File: src/design/rfcs_pkg.sv
// Shared constants, opcodes and table entry type for the receive flow CPU steering block.
// No dependencies.
package rfcs_pkg;

	localparam int MAX_FLOWS = 128;
	localparam int MAX_CPUS  = 64;

	localparam int FID_W     = 32;
	localparam int CPU_W     = 6;
	localparam int CNT_W     = 16;
	localparam int OP_W      = 2;
	localparam int ENT_CFG_W = 8;
	localparam int CPU_CFG_W = 7;
	localparam int CFG_IDX_W = 2;
	localparam int CFG_W     = 8;

	localparam int IDX_W  = (MAX_FLOWS > 1) ? $clog2(MAX_FLOWS) : 1;
	localparam int DIVA_W = $clog2(MAX_FLOWS + 1);
	localparam int DIVB_W = $clog2(MAX_CPUS + 1);

	localparam int DIV_STEPS = 4;
	localparam int DIV_CYC   = FID_W / DIV_STEPS;
	localparam int DCNT_W    = $clog2(DIV_CYC + 1);

	localparam logic [OP_W-1:0] OP_LOOKUP = 2'd0;
	localparam logic [OP_W-1:0] OP_RECORD = 2'd1;
	localparam logic [OP_W-1:0] OP_DONE   = 2'd2;

	localparam logic [CFG_IDX_W-1:0] REG_FLOW_ENTRIES = 2'd0;
	localparam logic [CFG_IDX_W-1:0] REG_CPU_COUNT    = 2'd1;

	localparam logic [CNT_W-1:0] COUNT_MAX = {CNT_W{1'b1}};

	typedef struct packed {
		logic             cons_vld;
		logic [CPU_W-1:0] cons_cpu;
		logic [CPU_W-1:0] steer;
		logic [CNT_W-1:0] cnt;
	} entry_t;

	typedef struct packed {
		logic              done;
		logic [DIVA_W-1:0] rem_a;
		logic [DIVB_W-1:0] rem_b;
	} rem_res_t;

endpackage

File: src/design/rfcs_ram.sv
// Generic single-port-write, single-port-read synchronous RAM with registered read.
// No dependencies.
module rfcs_ram #(
	parameter int WIDTH = 8,
	parameter int DEPTH = 16
) (
	input  logic                                      clk,
	input  logic                                      we,
	input  logic [((DEPTH > 1) ? $clog2(DEPTH) : 1)-1:0] waddr,
	input  logic [WIDTH-1:0]                          wdata,
	input  logic                                      re,
	input  logic [((DEPTH > 1) ? $clog2(DEPTH) : 1)-1:0] raddr,
	output logic [WIDTH-1:0]                          rdata
);

	logic [WIDTH-1:0] mem [DEPTH];

	always_ff @(posedge clk) begin
		if (we) begin
			mem[waddr] <= wdata;
		end
		if (re) begin
			rdata <= mem[raddr];
		end
	end

endmodule

File: src/design/rfcs_rem.sv
// Iterative remainder unit: flow id modulo two divisors at once, DIV_STEPS bits per cycle.
// Depends on rfcs_pkg.
module rfcs_rem (
	input  logic                        clk,
	input  logic                        arst_n,
	input  logic                        start,
	input  logic [rfcs_pkg::FID_W-1:0]  dividend,
	input  logic [rfcs_pkg::DIVA_W-1:0] div_a,
	input  logic [rfcs_pkg::DIVB_W-1:0] div_b,
	output rfcs_pkg::rem_res_t          res
);
	import rfcs_pkg::*;

	logic              busy_q;
	logic              done_q;
	logic [DCNT_W-1:0] cnt_q;
	logic [FID_W-1:0]  quo_q;
	logic [DIVA_W-1:0] da_q;
	logic [DIVB_W-1:0] db_q;
	logic [DIVA_W-1:0] ra_q;
	logic [DIVB_W-1:0] rb_q;
	logic [DIVA_W-1:0] ra_n;
	logic [DIVB_W-1:0] rb_n;

	always_comb begin
		logic [DIVA_W:0] ta;
		logic [DIVB_W:0] tb;
		ra_n = ra_q;
		rb_n = rb_q;
		for (int k = 0; k < DIV_STEPS; k++) begin
			ta = {ra_n, quo_q[FID_W-1-k]};
			if (ta >= {1'b0, da_q}) begin
				ta = ta - {1'b0, da_q};
			end
			ra_n = ta[DIVA_W-1:0];
			tb = {rb_n, quo_q[FID_W-1-k]};
			if (tb >= {1'b0, db_q}) begin
				tb = tb - {1'b0, db_q};
			end
			rb_n = tb[DIVB_W-1:0];
		end
	end

	always_ff @(posedge clk or negedge arst_n) begin
		if (!arst_n) begin
			busy_q <= 1'b0;
			done_q <= 1'b0;
			cnt_q  <= '0;
		end else begin
			done_q <= 1'b0;
			if (start) begin
				busy_q <= 1'b1;
				cnt_q  <= DCNT_W'(DIV_CYC);
			end else if (busy_q) begin
				cnt_q <= cnt_q - 1'b1;
				if (cnt_q == DCNT_W'(1)) begin
					busy_q <= 1'b0;
					done_q <= 1'b1;
				end
			end
		end
	end

	always_ff @(posedge clk) begin
		if (start) begin
			quo_q <= dividend;
			da_q  <= div_a;
			db_q  <= div_b;
			ra_q  <= '0;
			rb_q  <= '0;
		end else if (busy_q) begin
			quo_q <= quo_q << DIV_STEPS;
			ra_q  <= ra_n;
			rb_q  <= rb_n;
		end
	end

	assign res.done  = done_q;
	assign res.rem_a = ra_q;
	assign res.rem_b = rb_q;

endmodule

File: src/design/receive_flow_cpu_steering.sv
// Top level of the receive flow CPU steering block: control sequencer, table RAM, config.
// Depends on rfcs_pkg, rfcs_ram and rfcs_rem.

// One item at a time: an accepted beat passes through the iterative remainder unit, which
// forms flow id mod flow_entries and mod cpu_count (zero taken as one, capped at MAX_FLOWS
// and MAX_CPUS), followed by one table read and, where the operation writes, one write back.
// The result sits in an output register, so the next beat is taken while it waits; a lookup
// whose result finds that register still full holds in the write-back cycle. Entries read as
// zero with no consumer recorded until first written, tracked by a per-entry valid bit, so no
// clearing pass is needed after reset. Configuration writes are always accepted.
module receive_flow_cpu_steering (
	input  logic                           clk,
	input  logic                           arst_n,
	input  logic                           item_valid,
	output logic                           item_ready,
	input  logic [rfcs_pkg::OP_W-1:0]      opcode,
	input  logic [rfcs_pkg::FID_W-1:0]     flow_id,
	input  logic [rfcs_pkg::CPU_W-1:0]     cpu_number,
	output logic                           result_valid,
	input  logic                           result_ready,
	output logic [rfcs_pkg::CPU_W-1:0]     target_cpu,
	input  logic                           cfg_valid,
	output logic                           cfg_ready,
	input  logic [rfcs_pkg::CFG_IDX_W-1:0] cfg_index,
	input  logic [rfcs_pkg::CFG_W-1:0]     cfg_data
);
	import rfcs_pkg::*;

	typedef enum logic [2:0] {
		S_IDLE = 3'b001,
		S_DIV  = 3'b010,
		S_RMW  = 3'b100
	} state_t;

	state_t               state_q;
	logic [ENT_CFG_W-1:0] flow_entries_q;
	logic [CPU_CFG_W-1:0] cpu_count_q;
	logic [OP_W-1:0]      op_q;
	logic [FID_W-1:0]     fid_q;
	logic [CPU_W-1:0]     cpu_q;
	logic [IDX_W-1:0]     idx_q;
	logic [CPU_W-1:0]     def_q;
	logic                 vld_q [MAX_FLOWS];
	logic                 res_vld_q;
	logic [CPU_W-1:0]     res_cpu_q;

	logic [DIVA_W-1:0] eff_ent;
	logic [DIVB_W-1:0] eff_cpu;
	logic              accept;
	logic              rem_start;
	rem_res_t          rem;
	logic [IDX_W-1:0]  rem_idx;

	logic [$bits(entry_t)-1:0] ram_rdata;
	logic                      ram_re;
	logic                      ram_we;
	entry_t                    ent;
	entry_t                    ent_new;
	logic [CPU_W-1:0]          tgt;
	logic                      wr;
	logic                      stall;
	logic                      res_load;

	assign cfg_ready  = 1'b1;
	assign item_ready = (state_q == S_IDLE);
	assign accept     = item_valid && item_ready;
	assign rem_start  = accept;
	assign rem_idx    = rem.rem_a[IDX_W-1:0];

	always_comb begin
		if (flow_entries_q == '0) begin
			eff_ent = DIVA_W'(1);
		end else if (32'(flow_entries_q) > 32'(MAX_FLOWS)) begin
			eff_ent = DIVA_W'(MAX_FLOWS);
		end else begin
			eff_ent = DIVA_W'(flow_entries_q);
		end
		if (cpu_count_q == '0) begin
			eff_cpu = DIVB_W'(1);
		end else if (32'(cpu_count_q) > 32'(MAX_CPUS)) begin
			eff_cpu = DIVB_W'(MAX_CPUS);
		end else begin
			eff_cpu = DIVB_W'(cpu_count_q);
		end
	end

	rfcs_rem u_rem (
		.clk      (clk),
		.arst_n   (arst_n),
		.start    (rem_start),
		.dividend (flow_id),
		.div_a    (eff_ent),
		.div_b    (eff_cpu),
		.res      (rem)
	);

	assign ram_re = (state_q == S_DIV) && rem.done;

	rfcs_ram #(
		.WIDTH ($bits(entry_t)),
		.DEPTH (MAX_FLOWS)
	) u_table (
		.clk   (clk),
		.we    (ram_we),
		.waddr (idx_q),
		.wdata (ent_new),
		.re    (ram_re),
		.raddr (rem_idx),
		.rdata (ram_rdata)
	);

	always_comb begin
		ent     = vld_q[idx_q] ? entry_t'(ram_rdata) : '0;
		ent_new = ent;
		tgt     = ent.cons_cpu;
		wr      = 1'b0;
		unique case (op_q)
			OP_LOOKUP: begin
				if (!ent.cons_vld) begin
					tgt         = def_q;
					ent_new.steer = def_q;
				end else if (ent.cons_cpu != ent.steer) begin
					if (ent.cnt == '0) begin
						ent_new.steer = ent.cons_cpu;
					end else begin
						tgt = ent.steer;
					end
				end
				if (ent.cnt != COUNT_MAX) begin
					ent_new.cnt = ent.cnt + 1'b1;
				end
				wr = 1'b1;
			end
			OP_RECORD: begin
				if (fid_q != '0) begin
					ent_new.cons_vld = 1'b1;
					ent_new.cons_cpu = cpu_q;
					wr               = 1'b1;
				end
			end
			OP_DONE: begin
				if (ent.cnt != '0) begin
					ent_new.cnt = ent.cnt - 1'b1;
				end
				wr = 1'b1;
			end
			default: begin
			end
		endcase
	end

	assign stall    = (op_q == OP_LOOKUP) && res_vld_q && !result_ready;
	assign ram_we   = (state_q == S_RMW) && !stall && wr;
	assign res_load = (state_q == S_RMW) && !stall && (op_q == OP_LOOKUP);

	always_ff @(posedge clk or negedge arst_n) begin
		if (!arst_n) begin
			state_q        <= S_IDLE;
			flow_entries_q <= ENT_CFG_W'(128);
			cpu_count_q    <= CPU_CFG_W'(1);
			res_vld_q      <= 1'b0;
			for (int i = 0; i < MAX_FLOWS; i++) begin
				vld_q[i] <= 1'b0;
			end
		end else begin
			if (cfg_valid && cfg_ready) begin
				unique case (cfg_index)
					REG_FLOW_ENTRIES: flow_entries_q <= cfg_data[ENT_CFG_W-1:0];
					REG_CPU_COUNT:    cpu_count_q    <= cfg_data[CPU_CFG_W-1:0];
					default: begin
					end
				endcase
			end
			if (res_load) begin
				res_vld_q <= 1'b1;
			end else if (result_valid && result_ready) begin
				res_vld_q <= 1'b0;
			end
			unique case (state_q)
				S_IDLE: begin
					if (accept) begin
						state_q <= S_DIV;
					end
				end
				S_DIV: begin
					if (rem.done) begin
						state_q <= (op_q == OP_LOOKUP || op_q == OP_RECORD || op_q == OP_DONE)
							? S_RMW : S_IDLE;
					end
				end
				S_RMW: begin
					if (!stall) begin
						state_q <= S_IDLE;
						if (wr) begin
							vld_q[idx_q] <= 1'b1;
						end
					end
				end
				default: begin
					state_q <= S_IDLE;
				end
			endcase
		end
	end

	always_ff @(posedge clk) begin
		if (accept) begin
			op_q  <= opcode;
			fid_q <= flow_id;
			cpu_q <= cpu_number;
		end
		if (state_q == S_DIV && rem.done) begin
			idx_q <= rem_idx;
			def_q <= rem.rem_b[CPU_W-1:0];
		end
		if (res_load) begin
			res_cpu_q <= tgt;
		end
	end

	assign result_valid = res_vld_q;
	assign target_cpu   = res_cpu_q;

endmodule
File: config.mk
export PLATFORM = sky130hd
export DESIGN_NAME = receive_flow_cpu_steering
export DESIGN_NICKNAME = d
export VERILOG_FILES = /design/src/design/rfcs_pkg.sv /design/src/design/rfcs_ram.sv /design/src/design/rfcs_rem.sv /design/src/design/receive_flow_cpu_steering.sv
export SDC_FILE = /design/constraint.sdc
export NUM_CORES = 2
export LEC_CHECK = 0
export BUFFER_PORTS_ARGS = -buffer_cell sky130_fd_sc_hd__buf_2
export CORE_MARGIN = 2
export CORE_UTILIZATION = 55
export CTS_BUF_LIST = sky130_fd_sc_hd__clkbuf_8
export DETAILED_ROUTE_END_ITERATION = 8
export PLACE_DENSITY = 0.71
export SETUP_SLACK_MARGIN = 0.15
export SYNTH_ARGS = -nofsm -noshare
export SYNTH_HDL_FRONTEND = slang
export SYNTH_SLANG_ARGS = --single-unit
File: constraint.sdc
create_clock -name clk -period 21.3 [get_ports clk]
set_clock_uncertainty 0.1 [all_clocks]
set_input_delay 4.26 -clock clk [delete_from_list [all_inputs] [get_ports clk]]
set_output_delay 4.26 -clock clk [all_outputs]
set_load 0.02 [all_outputs]
==> impl_metrics.ini <==
[setup_path]
critical_path_buf_inv_count = 0
r2r_end = u_rem.ra_q[0]
endpoint_kind = flip-flop
start_kind = flip-flop
slowest_delay_ns = 0.91
crit_fanout = 33
critPathKind = flip-flop to flip-flop
rr_worst_depth = 29
critical_path_required_ns = 22.15
timing.rr.start = u_rem.ra_q[5]
critical-path-top-delay-family = compound AO/OA/AOI/OAI gates
slowest_stage = dfxtp_2
r2r_slack_ns = 12.27
arrival_ns = 9.88

[cts]
cts_hold_buf = 0
cts_setup_buffers = 0
cts_resized = 0
root_buffer = clkbuf_8
cts_tree = done
cts_buffer_depth = 4
clk_latency_ns = 1.08
cts_buffers = 621
htree_levels = 6
cts.sinks = 4015
clk_pin_slew_ns = 0.06

[global_routing]
grt_pass1_wl_mm = 550
grt_pass1_vias = 75000
grt_overflow = 0
antenna_found_initial = 39
grt_usage_pct = 26.6
grt_start_max_net_pins = 126

[sta]
period_share_pct = 42.4
relSlewSlack_pct = 10.6
fin_setup_tns_ns = 0
worstMarginPinSlew_ns = 1.33
hold_viol_final = 0
whs_ns = 0.363
drv_slew = 0
finalSetupViolCount = 0
post-route-min-period_ns = 9.03
rsz0062_at_grt = false
finalWorstSetupSlack_ns = 12.27
fmax_ghz = 0.111

[drt]
top_layer = met5
first_iter_violations = 10700
wl_mm = 386
drc = 0
drtAntennaViolNets = 0
viasPerCell = 6.57
firstDrtPassIters = 6
met1_length_mm = 153
wl_met3_mm = 43.7
routed-wl-met2_mm = 177
via_count = 76400
wl_per_cell_um = 33.2

[die]
io_pins = 64
die_h_um = 539
start_util_pct = 55.2
std_cell_rows = 196
die_w_um = 539
core_mm2 = 0.285
dieArea_mm2 = 0.290

[yosys]
synth_nets = 7024
postSynthAreaPerCell_um2 = 22.8
async_flop_share_pct = 3.81
yosysWarnings = 0
yosysSeqAreaShare_pct = 76.1
ys_ff_latch = 4015
synth_cells = 6897
synth_flop_cell = edfxtp_1
synth_area_mm2 = 0.157
yosys-top-cells-area = edfxtp_1 73%, mux4_2 18%, dfrtp_1 2.4%, clkbuf_1 0.57%, ha_1 0.51%
synth_edf_count = 3847
synth.top_cells.by_count = 3847 x edfxtp_1, 1234 x mux4_2, 239 x clkbuf_1
yosysMostFrequentCell = edfxtp_1
synth_top_cell_area_share_pct = 73.5
yosysTopAreaCell = edfxtp_1
yosysUniqueCellTypes = 97

[layout]
layout-drive-gt1-share_pct = 31.8
final_core_util_pct = 61.4
final_cell_area_mm2 = 0.175
fin_cells = 11600
area_growth_pct = 11.2
fillers = 18900
nets = 7519

[power]
leakage_nw = 56.8
ir_drop_mv = 0.274
power.density_mw_per_mm2 = 141
finalPower_mw = 24.7

[run]
maxCapViolations = 0

[placed_design]
dp_cells = 10500
placed_area_mm2 = 0.163
dp_hpwl_mm = 229
io_buffers = 62
place_ws_ns = 12.39
gp_congestion = 0.870

[hold_path]
min_path_type = flip-flop to flip-flop
hold_path_startpoint = vld_q[93]
whs_path_depth = 1
worstHoldEndpoint = vld_q[93]

[run_status]
outcome = complete, no violations
flip-flops by register name, summed over array words and instances (netlist names):
signal	cells
u_table.mem	3712
vld_q	128
fid_q	32
u_rem.quo_q	32
u_table.rdata	29
flow_entries_q	8
u_rem.da_q	8
u_rem.ra_q	8
cpu_count_q	7
idx_q	7
u_rem.db_q	7
u_rem.rb_q	7
cpu_q	6
def_q	6
target_cpu	6
u_rem.cnt_q	4
state_q	3
op_q	2
result_valid	1
u_rem.busy_q	1
u_rem.done_q	1
kinds of logic (layout without fill, tap and decap cells):
| group | Yosys count | count (layout) | share of synthesized area (%) |
|---|---|---|---|
| AOI/OAI and AO/OA | 278 | 278 | 1.21 |
| xor gates and xnor gates | 45 | 45 | 0.251 |
| adders and majority gates | 72 | 72 | 0.611 |
| buffers and inverters | 412 | 1383 | 1.07 |
| DFF | 4015 | 4015 | 76.1 |
| muxes | 1359 | 1359 | 18.5 |
| other | 1 | 14 | 0.00238 |
| and+or+nand+nor | 715 | 715 | 2.24 |
cell usage in the layout, fill, tap and decap left out, types with 21 or more instances in the layout:
| cell | count |
|---|---|
| edfxtp_1 | 3847 |
| mux4_2 | 1234 |
| clkbuf_8 | 646 |
| inv_1 | 291 |
| nand2_1 | 170 |
| dfrtp_1 | 150 |
| buf_4 | 148 |
| nor2_4 | 128 |
| clkinv_1 | 121 |
| or2_1 | 93 |
| nor2_1 | 74 |
| a21oi_1 | 66 |
| mux2_2 | 64 |
| ha_1 | 64 |
| buf_2 | 61 |
| mux2i_1 | 50 |
| clkinv_2 | 44 |
| nand3_1 | 41 |
| or2_2 | 39 |
| o21ai_0 | 37 |
| nor2b_1 | 33 |
| xnor2_1 | 28 |
| nand4_1 | 26 |
| a21o_1 | 23 |
| o21ai_1 | 21 |
| a22oi_1 | 21 |
per-layer routing:
layer | vias to the layer above | track usage, %
met1 | 40900 | 40.4
li1 | 30300 | -
met4 | 8 | 8.41
met5 | - | 0
met3 | 641 | 5.88
met2 | 4641 | 39.0
report_power, final:
group	switching, mW	internal (mW)
Combinational	5.35	4.13
Clock	2.97	3.04
Sequential	0.176	8.98
Total	8.50	16.2
area by class of cell:
cell class | count | area (um2) | share of cell area [%]
Multi-Input combinational cell | 2470 | 37200 | 21.3
Timing Repair Buffer | 214 | 1510 | 0.862
Sequential cell | 4015 | 120000 | 68.4
Antenna cell | 13 | 32.5 | 0.0186
Inverter | 70 | 277 | 0.158
Tap cell | 3762 | 4710 | 2.69
Clock inverter | 453 | 2570 | 1.47
Clock buffer | 646 | 8890 | 5.08
worst max-delay path by stage:
stage	cells past startpoint	startpoint	slack (ns)	end
5_1_grt	31	u_rem.ra_q[5]	11.59	u_rem.ra_q[0]
3_3_place_gp	29	u_rem.ra_q[5]	12.25	u_rem.ra_q[0]
6_report	29	u_rem.ra_q[5]	12.27	u_rem.ra_q[0]
4_1_cts	29	u_rem.ra_q[5]	12.31	u_rem.ra_q[0]
3_5_place_dp	29	u_rem.ra_q[5]	12.39	u_rem.ra_q[0]
2_1_floorplan	16	idx_q[0]	13.16	u_table.mem[0][7]
No activity file was read; power rests on OpenSTA's default activity.
